==> src/hdl/srts_pkg.sv <==
package srts_pkg;

    localparam int ID_W     = 8;
    localparam int BURST_W  = 16;
    localparam int OTIME_W  = 16;
    localparam int STATUS_W = 3;

    localparam int DEF_SLOTS     = 16;
    localparam int DEF_TIME_BITS = 16;
    localparam int DEF_ID_BITS   = 8;

    localparam logic [STATUS_W-1:0] ST_ACCEPTED = 3'd0;
    localparam logic [STATUS_W-1:0] ST_REJECTED = 3'd1;
    localparam logic [STATUS_W-1:0] ST_IDLE     = 3'd2;
    localparam logic [STATUS_W-1:0] ST_RAN      = 3'd3;
    localparam logic [STATUS_W-1:0] ST_FINISHED = 3'd4;

    localparam logic REQ_ARRIVE = 1'b0;
    localparam logic REQ_TICK   = 1'b1;

endpackage

==> src/hdl/shortest_remaining_time_scheduler.sv <==
// shortest remaining time first job scheduler
//
// input channel (i_valid / o_ready): one request per transaction. i_req_type
// selects an arrival (i_job_id, i_burst_time) or one time tick.
// output channel (o_valid / i_ready): exactly one result per request, in
// order: status, job id, turnaround and waiting time on completion, and the
// tick count after the request.
//
// each request passes from acceptance through the scan of the slot table and
// a final step into the result register. the slot table sits in a single-port
// memory and one comparator walks it one slot per cycle, so a new request is
// taken only after the previous walk is done.
//
// a finished result waits in the output register while the next request is
// taken; if the receiver stalls, the block holds in its final step until the
// output register frees up, and o_ready stays low meanwhile.
// reset empties the table and clears the tick count; no clearing pass.
module shortest_remaining_time_scheduler #(
    parameter int SLOTS     = srts_pkg::DEF_SLOTS,
    parameter int TIME_BITS = srts_pkg::DEF_TIME_BITS,
    parameter int ID_BITS   = srts_pkg::DEF_ID_BITS
) (
    input  logic                           i_clk,
    input  logic                           i_rst_n,
    input  logic                           i_valid,
    output logic                           o_ready,
    input  logic                           i_req_type,
    input  logic [srts_pkg::ID_W-1:0]      i_job_id,
    input  logic [srts_pkg::BURST_W-1:0]   i_burst_time,
    output logic                           o_valid,
    input  logic                           i_ready,
    output logic [srts_pkg::STATUS_W-1:0]  o_status,
    output logic [srts_pkg::ID_W-1:0]      o_run_job,
    output logic [srts_pkg::OTIME_W-1:0]   o_turnaround,
    output logic [srts_pkg::OTIME_W-1:0]   o_waiting,
    output logic [srts_pkg::OTIME_W-1:0]   o_time_now
);
    import srts_pkg::*;

    localparam int SLOT_W = $clog2(SLOTS);
    localparam int CNT_W  = $clog2(SLOTS + 1);
    localparam logic [CNT_W-1:0] SCAN_END = CNT_W'(SLOTS);

    localparam logic [1:0] S_IDLE = 2'd0;
    localparam logic [1:0] S_SCAN = 2'd1;
    localparam logic [1:0] S_FIN  = 2'd2;

    logic [ID_BITS-1:0]   mem_job [SLOTS];
    logic [BURST_W-1:0]   mem_rem [SLOTS];
    logic [BURST_W-1:0]   mem_burst [SLOTS];
    logic [TIME_BITS-1:0] mem_arr [SLOTS];

    logic [1:0]           r_state;
    logic [SLOTS-1:0]     r_valid;
    logic [TIME_BITS-1:0] r_tick;
    logic [CNT_W-1:0]     r_idx;
    logic                 r_rd_live;
    logic [SLOT_W-1:0]    r_rd_slot;
    logic [ID_BITS-1:0]   r_rd_job;
    logic [BURST_W-1:0]   r_rd_rem;
    logic [BURST_W-1:0]   r_rd_burst;
    logic [TIME_BITS-1:0] r_rd_arr;
    logic                 r_best_vld;
    logic [SLOT_W-1:0]    r_best_slot;
    logic [ID_BITS-1:0]   r_best_job;
    logic [BURST_W-1:0]   r_best_rem;
    logic [BURST_W-1:0]   r_best_burst;
    logic [TIME_BITS-1:0] r_best_arr;
    logic                 r_free_vld;
    logic [SLOT_W-1:0]    r_free_slot;
    logic                 r_req;
    logic [ID_W-1:0]      r_id;
    logic [BURST_W-1:0]   r_burst;
    logic                 r_out_valid;

    logic                 n_accept;
    logic                 n_scan_rd;
    logic [SLOT_W-1:0]    n_scan_slot;
    logic                 n_better;
    logic                 n_fin;
    logic                 n_reject;
    logic                 n_arr_wr;
    logic                 n_tick_wr;
    logic                 n_done;
    logic [TIME_BITS-1:0] n_tick;
    logic [BURST_W-1:0]   n_rem;
    logic [TIME_BITS-1:0] n_tat;
    logic [TIME_BITS-1:0] n_wait;
    logic [31:0]          n_tat_ext;
    logic [31:0]          n_wait_ext;
    logic [31:0]          n_time_ext;
    logic [15:0]          n_job_ext;

    assign o_ready  = (r_state == S_IDLE);
    assign o_valid  = r_out_valid;
    assign n_accept = i_valid && o_ready;

    assign n_scan_rd   = (r_state == S_SCAN) && (r_idx != SCAN_END);
    assign n_scan_slot = r_idx[SLOT_W-1:0];
    assign n_better    = r_rd_live && (!r_best_vld || (r_rd_rem < r_best_rem));

    assign n_fin     = (r_state == S_FIN) && (!r_out_valid || i_ready);
    assign n_reject  = (r_burst == '0) || !r_free_vld;
    assign n_arr_wr  = n_fin && (r_req == REQ_ARRIVE) && !n_reject;
    assign n_tick_wr = n_fin && (r_req == REQ_TICK) && r_best_vld;

    assign n_tick = r_tick + TIME_BITS'(1);
    assign n_rem  = r_best_rem - BURST_W'(1);
    assign n_done = (n_rem == '0);
    assign n_tat  = n_tick - r_best_arr;
    assign n_wait = n_tat - TIME_BITS'(r_best_burst);

    assign n_tat_ext  = 32'(n_tat);
    assign n_wait_ext = 32'(n_wait);
    assign n_job_ext  = 16'(r_best_job);
    assign n_time_ext = (r_req == REQ_TICK) ? 32'(n_tick) : 32'(r_tick);

    // slot table
    always_ff @(posedge i_clk) begin
        if (n_scan_rd) begin
            r_rd_job   <= mem_job[n_scan_slot];
            r_rd_rem   <= mem_rem[n_scan_slot];
            r_rd_burst <= mem_burst[n_scan_slot];
            r_rd_arr   <= mem_arr[n_scan_slot];
        end
        if (n_arr_wr) begin
            mem_job[r_free_slot]   <= ID_BITS'(r_id);
            mem_rem[r_free_slot]   <= r_burst;
            mem_burst[r_free_slot] <= r_burst;
            mem_arr[r_free_slot]   <= r_tick;
        end else if (n_tick_wr) begin
            mem_rem[r_best_slot] <= n_rem;
        end
    end

    // payload
    always_ff @(posedge i_clk) begin
        if (n_accept) begin
            r_req   <= i_req_type;
            r_id    <= i_job_id;
            r_burst <= i_burst_time;
        end
        if (n_scan_rd) begin
            r_rd_slot <= n_scan_slot;
        end
        if (n_scan_rd && !r_free_vld && !r_valid[n_scan_slot]) begin
            r_free_slot <= n_scan_slot;
        end
        if ((r_state == S_SCAN) && n_better) begin
            r_best_slot  <= r_rd_slot;
            r_best_job   <= r_rd_job;
            r_best_rem   <= r_rd_rem;
            r_best_burst <= r_rd_burst;
            r_best_arr   <= r_rd_arr;
        end
        if (n_fin) begin
            o_time_now <= n_time_ext[OTIME_W-1:0];
            if (r_req == REQ_ARRIVE) begin
                o_status     <= n_reject ? ST_REJECTED : ST_ACCEPTED;
                o_run_job    <= r_id;
                o_turnaround <= '0;
                o_waiting    <= '0;
            end else if (!r_best_vld) begin
                o_status     <= ST_IDLE;
                o_run_job    <= '0;
                o_turnaround <= '0;
                o_waiting    <= '0;
            end else begin
                o_run_job <= n_job_ext[ID_W-1:0];
                if (n_done) begin
                    o_status     <= ST_FINISHED;
                    o_turnaround <= n_tat_ext[OTIME_W-1:0];
                    o_waiting    <= n_wait_ext[OTIME_W-1:0];
                end else begin
                    o_status     <= ST_RAN;
                    o_turnaround <= '0;
                    o_waiting    <= '0;
                end
            end
        end
    end

    // control
    always_ff @(posedge i_clk) begin
        if (!i_rst_n) begin
            r_state     <= S_IDLE;
            r_valid     <= '0;
            r_tick      <= '0;
            r_idx       <= '0;
            r_rd_live   <= 1'b0;
            r_best_vld  <= 1'b0;
            r_free_vld  <= 1'b0;
            r_out_valid <= 1'b0;
        end else begin
            if (r_out_valid && i_ready && !n_fin) begin
                r_out_valid <= 1'b0;
            end
            unique case (r_state)
                S_IDLE: begin
                    if (n_accept) begin
                        r_state    <= S_SCAN;
                        r_idx      <= '0;
                        r_rd_live  <= 1'b0;
                        r_best_vld <= 1'b0;
                        r_free_vld <= 1'b0;
                    end
                end
                S_SCAN: begin
                    if (n_better) begin
                        r_best_vld <= 1'b1;
                    end
                    if (n_scan_rd) begin
                        r_rd_live <= r_valid[n_scan_slot];
                        r_idx     <= r_idx + CNT_W'(1);
                        if (!r_valid[n_scan_slot]) begin
                            r_free_vld <= 1'b1;
                        end
                    end else begin
                        r_rd_live <= 1'b0;
                        r_state   <= S_FIN;
                    end
                end
                S_FIN: begin
                    if (n_fin) begin
                        r_out_valid <= 1'b1;
                        r_state     <= S_IDLE;
                        if (r_req == REQ_TICK) begin
                            r_tick <= n_tick;
                        end
                        if (n_arr_wr) begin
                            r_valid[r_free_slot] <= 1'b1;
                        end
                        if (n_tick_wr && n_done) begin
                            r_valid[r_best_slot] <= 1'b0;
                        end
                    end
                end
                default: begin
                    r_state <= S_IDLE;
                end
            endcase
        end
    end

endmodule

==> config.mk <==
export PLATFORM = sky130hd
export DESIGN_NAME = shortest_remaining_time_scheduler
export DESIGN_NICKNAME = d
export VERILOG_FILES = /design/src/hdl/srts_pkg.sv /design/src/hdl/shortest_remaining_time_scheduler.sv
export SDC_FILE = /design/constraint.sdc
export NUM_CORES = 1
export LEC_CHECK = 0
export BUFFER_PORTS_ARGS = -buffer_cell sky130_fd_sc_hd__buf_2
export CAP_MARGIN = 15
export CORE_ASPECT_RATIO = 1.2
export CORE_MARGIN = 8
export CORE_UTILIZATION = 45
export DETAILED_ROUTE_END_ITERATION = 6
export SLEW_MARGIN = 20
export SYNTH_ARGS = -nofsm -noshare
export SYNTH_HDL_FRONTEND = slang
export SYNTH_SLANG_ARGS = --single-unit
==> constraint.sdc <==
create_clock -name i_clk -period 8.5 [get_ports i_clk]
set_clock_uncertainty 0.15 [all_clocks]
set_input_delay 0.85 -clock i_clk [delete_from_list [all_inputs] [get_ports i_clk]]
set_output_delay 0.85 -clock i_clk [all_outputs]
set_load 0.05 [all_outputs]
==> impl_metrics.json <==
{
  "hpwl_um": 59300,
  "min_path_cells": 1,
  "post-route-period-util": 0.676,
  "insertion_delay_ns": 0.70,
  "hold_viol": 0,
  "critPathBufInv": 1,
  "fp.dieH_um": 363,
  "clkTransAtPathRegs_ns": 0.06,
  "numCtsBuffers": 109,
  "start_util": 0.452,
  "synth_ff_type": "edfxtp_1",
  "crit_required_ns": 8.87,
  "netlist_area_mm2": 0.0450,
  "nets": 2452,
  "fin_crit_ns": 5.75,
  "grt_pass1_wl_um": 154000,
  "via_per_inst": 5.80,
  "routed_wl_um": 105000,
  "cts_hold_buf": 0,
  "ir_drop_mv": 0.183,
  "htreeDepth": 3,
  "crit_chain": "ha_1 -> nand3_1 -> nor3_1 -> and3_1 -> nand3_1 -> xnor2_1 -> ha_1 -> inv_1 -> a211oi_1 -> o21ai_0 -> a21oi_1 -> a31oi_1 -> ha_1 -> or3_1 -> a211oi_1 -> or3_1 -> xnor2_1 -> or3_1 -> a21oi_1",
  "diodes": 0,
  "arrival_ns": 6.12,
  "maxCapViolCount": 0,
  "cts_tree": "built",
  "route.vias.total": 21800,
  "cts_buffer_depth": 3,
  "place_congestion": 0.872,
  "io_pins": 90,
  "grt_start_max_net_pins": 110,
  "worst_path_max_delay_cell": "dfxtp_1",
  "finalSetupViolCount": 0,
  "post-cts-setup-buffer-count": 0,
  "n_fill_cell": 7759,
  "dieArea_mm2": 0.111,
  "drt_iter0_markers": 1923,
  "syn_nets": 2288,
  "utilization": 0.511,
  "status": "finished, final reports clean",
  "core-area_mm2": 0.0996,
  "path_max_fanout": 24,
  "worst-path-stages": 19,
  "max_slew.worst_pin.slew_ns": 1.12,
  "gr-total-overflow": 0,
  "grt_pass1_vias": 22800,
  "cts.sinks": 1147,
  "drive_gt1_frac": 0.258,
  "ys_ff_latch": 1147,
  "ys_types": 62,
  "synth_edf_count": 1104,
  "netlist_instances": 2207,
  "max_stage_delay_ns": 0.85,
  "hold_class": "input pin to register",
  "ys_warn_count": 0,
  "rsz0062_at_grt": "no",
  "seq_area_frac_synth": 0.755,
  "syn2layout_area_growth_pct": 13.1,
  "path_class": "register to register",
  "cts_root_buf": "clkbuf_16",
  "multiInputGateArea_mm2": 0.0105,
  "max_freq_mhz": 174,
  "io_buffer_count": 89,
  "relSlewSlack": 0.254,
  "cp_top_family": "simple AND/OR/NAND/NOR gates",
  "firstDrtPassIters": 7,
  "seq_area_mm2": 0.0340,
  "syn_area_per_cell_um2": 20.4,
  "endpoint_kind": "register",
  "slew_viol_final": 0,
  "rows": 127,
  "worstRegToRegCells": 19,
  "antenna_found_initial": 1,
  "pwr_density_cell_mw_per_mm2": 223,
  "wire_per_inst_um": 28.1,
  "r2r_slack_ns": 2.75,
  "grt_use_total": 0.189,
  "tns_ns": 0,
  "drc": 0,
  "leakagePower_nw": 15.5,
  "final_antenna_net_count": 0,
  "dieWidth_um": 305,
  "worstSetupStartpointType": "register",
  "ys_async_sr_fraction": 0,
  "ctsResizeCount": 0
}
sequential cells by signal, summed over array words and instances, names as in the netlist, 4 cells and up:
name and count:
mem_arr 256, mem_burst 256, mem_job 128, mem_rem 256, o_run_job 8, o_time_now 16, o_turnaround 16, o_waiting 16
r_best_arr 16, r_best_burst 16, r_best_job 8, r_best_rem 16, r_best_slot 4, r_burst 16, r_free_slot 4, r_id 8
r_idx 5, r_rd_arr 16, r_rd_burst 16, r_rd_job 8, r_rd_rem 16, r_rd_slot 4, r_tick 16, r_valid 16
area by class of cell:
| type | count | area share |
|---|---|---|
| clock buffer | 135 | 0.0567 |
| clock inverter | 65 | 0.0136 |
| inverter | 67 | 0.00494 |
| multi-input combinational | 892 | 0.207 |
| sequential | 1147 | 0.668 |
| tap | 1290 | 0.0317 |
| timing repair buffer | 154 | 0.0186 |
worst paths after layout:
path | start | to
worst max-delay path | r_tick[0] | o_waiting[15]
worst min-delay path | i_burst_time[11] | r_burst[11]
worst max register to register | r_tick[0] | o_waiting[15]
worst min register to register | r_rd_burst[0] | r_best_burst[0]
cells in the mapped netlist (18+ instances only):
library cell | instances | share of area
a21oi_1 | 29 | 0.0032
a31oi_1 | 19 | 0.0026
and2_1 | 18 | 0.0025
and3_1 | 20 | 0.0028
buf_1 | 20 | 0.0017
clkbuf_1 | 73 | 0.0061
dfxtp_1 | 43 | 0.019
edfxtp_1 | 1104 | 0.74
ha_1 | 50 | 0.014
inv_1 | 67 | 0.0056
mux4_2 | 285 | 0.14
nand2_1 | 72 | 0.0060
nand3_1 | 21 | 0.0023
nor2_1 | 90 | 0.0075
nor3_1 | 19 | 0.0021
o21ai_0 | 49 | 0.0054
xnor2_1 | 53 | 0.010
xor2_1 | 23 | 0.0045
cell families after synthesis:
group | Yosys count | share of synthesized area
flip-flops | 1147 | 0.755
buffers and inverters | 168 | 0.0144
XOR/XNOR | 76 | 0.0148
AO/OA/AOI/OAI | 173 | 0.0249
AND/OR/NAND/NOR | 305 | 0.0333
multiplexers | 286 | 0.143
adder cells (fa/ha/maj) | 52 | 0.0148
metal layers:
layer	global-route usage	vias up	routed length, µm	share of wire
li1	-	9320	-	-
met1	0.250	11700	43800	0.42
met2	0.331	602	54600	0.52
met3	0.0250	145	4890	0.046
met4	0.0475	0	2210	0.021
met5	0	-	0	0
placed cells by master (no fill, tap or decap), drive strengths merged, types with 12 or more instances in the layout:
cell,instances
a31oi,19
inv,73
and3,20
nand3,21
a21boi,12
ha,50
and2,18
buf,154
dfxtp,43
clkbuf,135
nand4,13
clkinv,43
xor2,23
a21o,13
xnor2,53
nor2,90
nor3,20
mux4,285
nand2b,13
bufinv,12
a21oi,29
nand2,73
o21ai,49
edfxtp,1104
stage by stage:
step / hold slack (ns) / worst slack, ns / area [µm²] / power [mW] / std cells
after CTS: 0.144 / 2.76 / 50900 / 11.5 / 3750
after global placement: 0.252 / 2.95 / 47400 / 6.63 / 3550
after global routing: 0.155 / 2.27 / 50900 / 11.7 / 3750
final: 0.185 / 2.75 / 50900 / 11.4 / 3750
after floorplan: 0.250 / 0.509 / 45000 / 6.54 / 2207
after detailed placement: 0.255 / 2.79 / 47400 / 6.64 / 3550
report_power, final:
group	leakage, nW	internal (mW)	switching (mW)
combinational	3.96	0.121	0.150
clock	1.75	2.78	2.07
sequential	9.82	6.20	0.0437
Note: power is estimated with default switching activity, not from simulation.
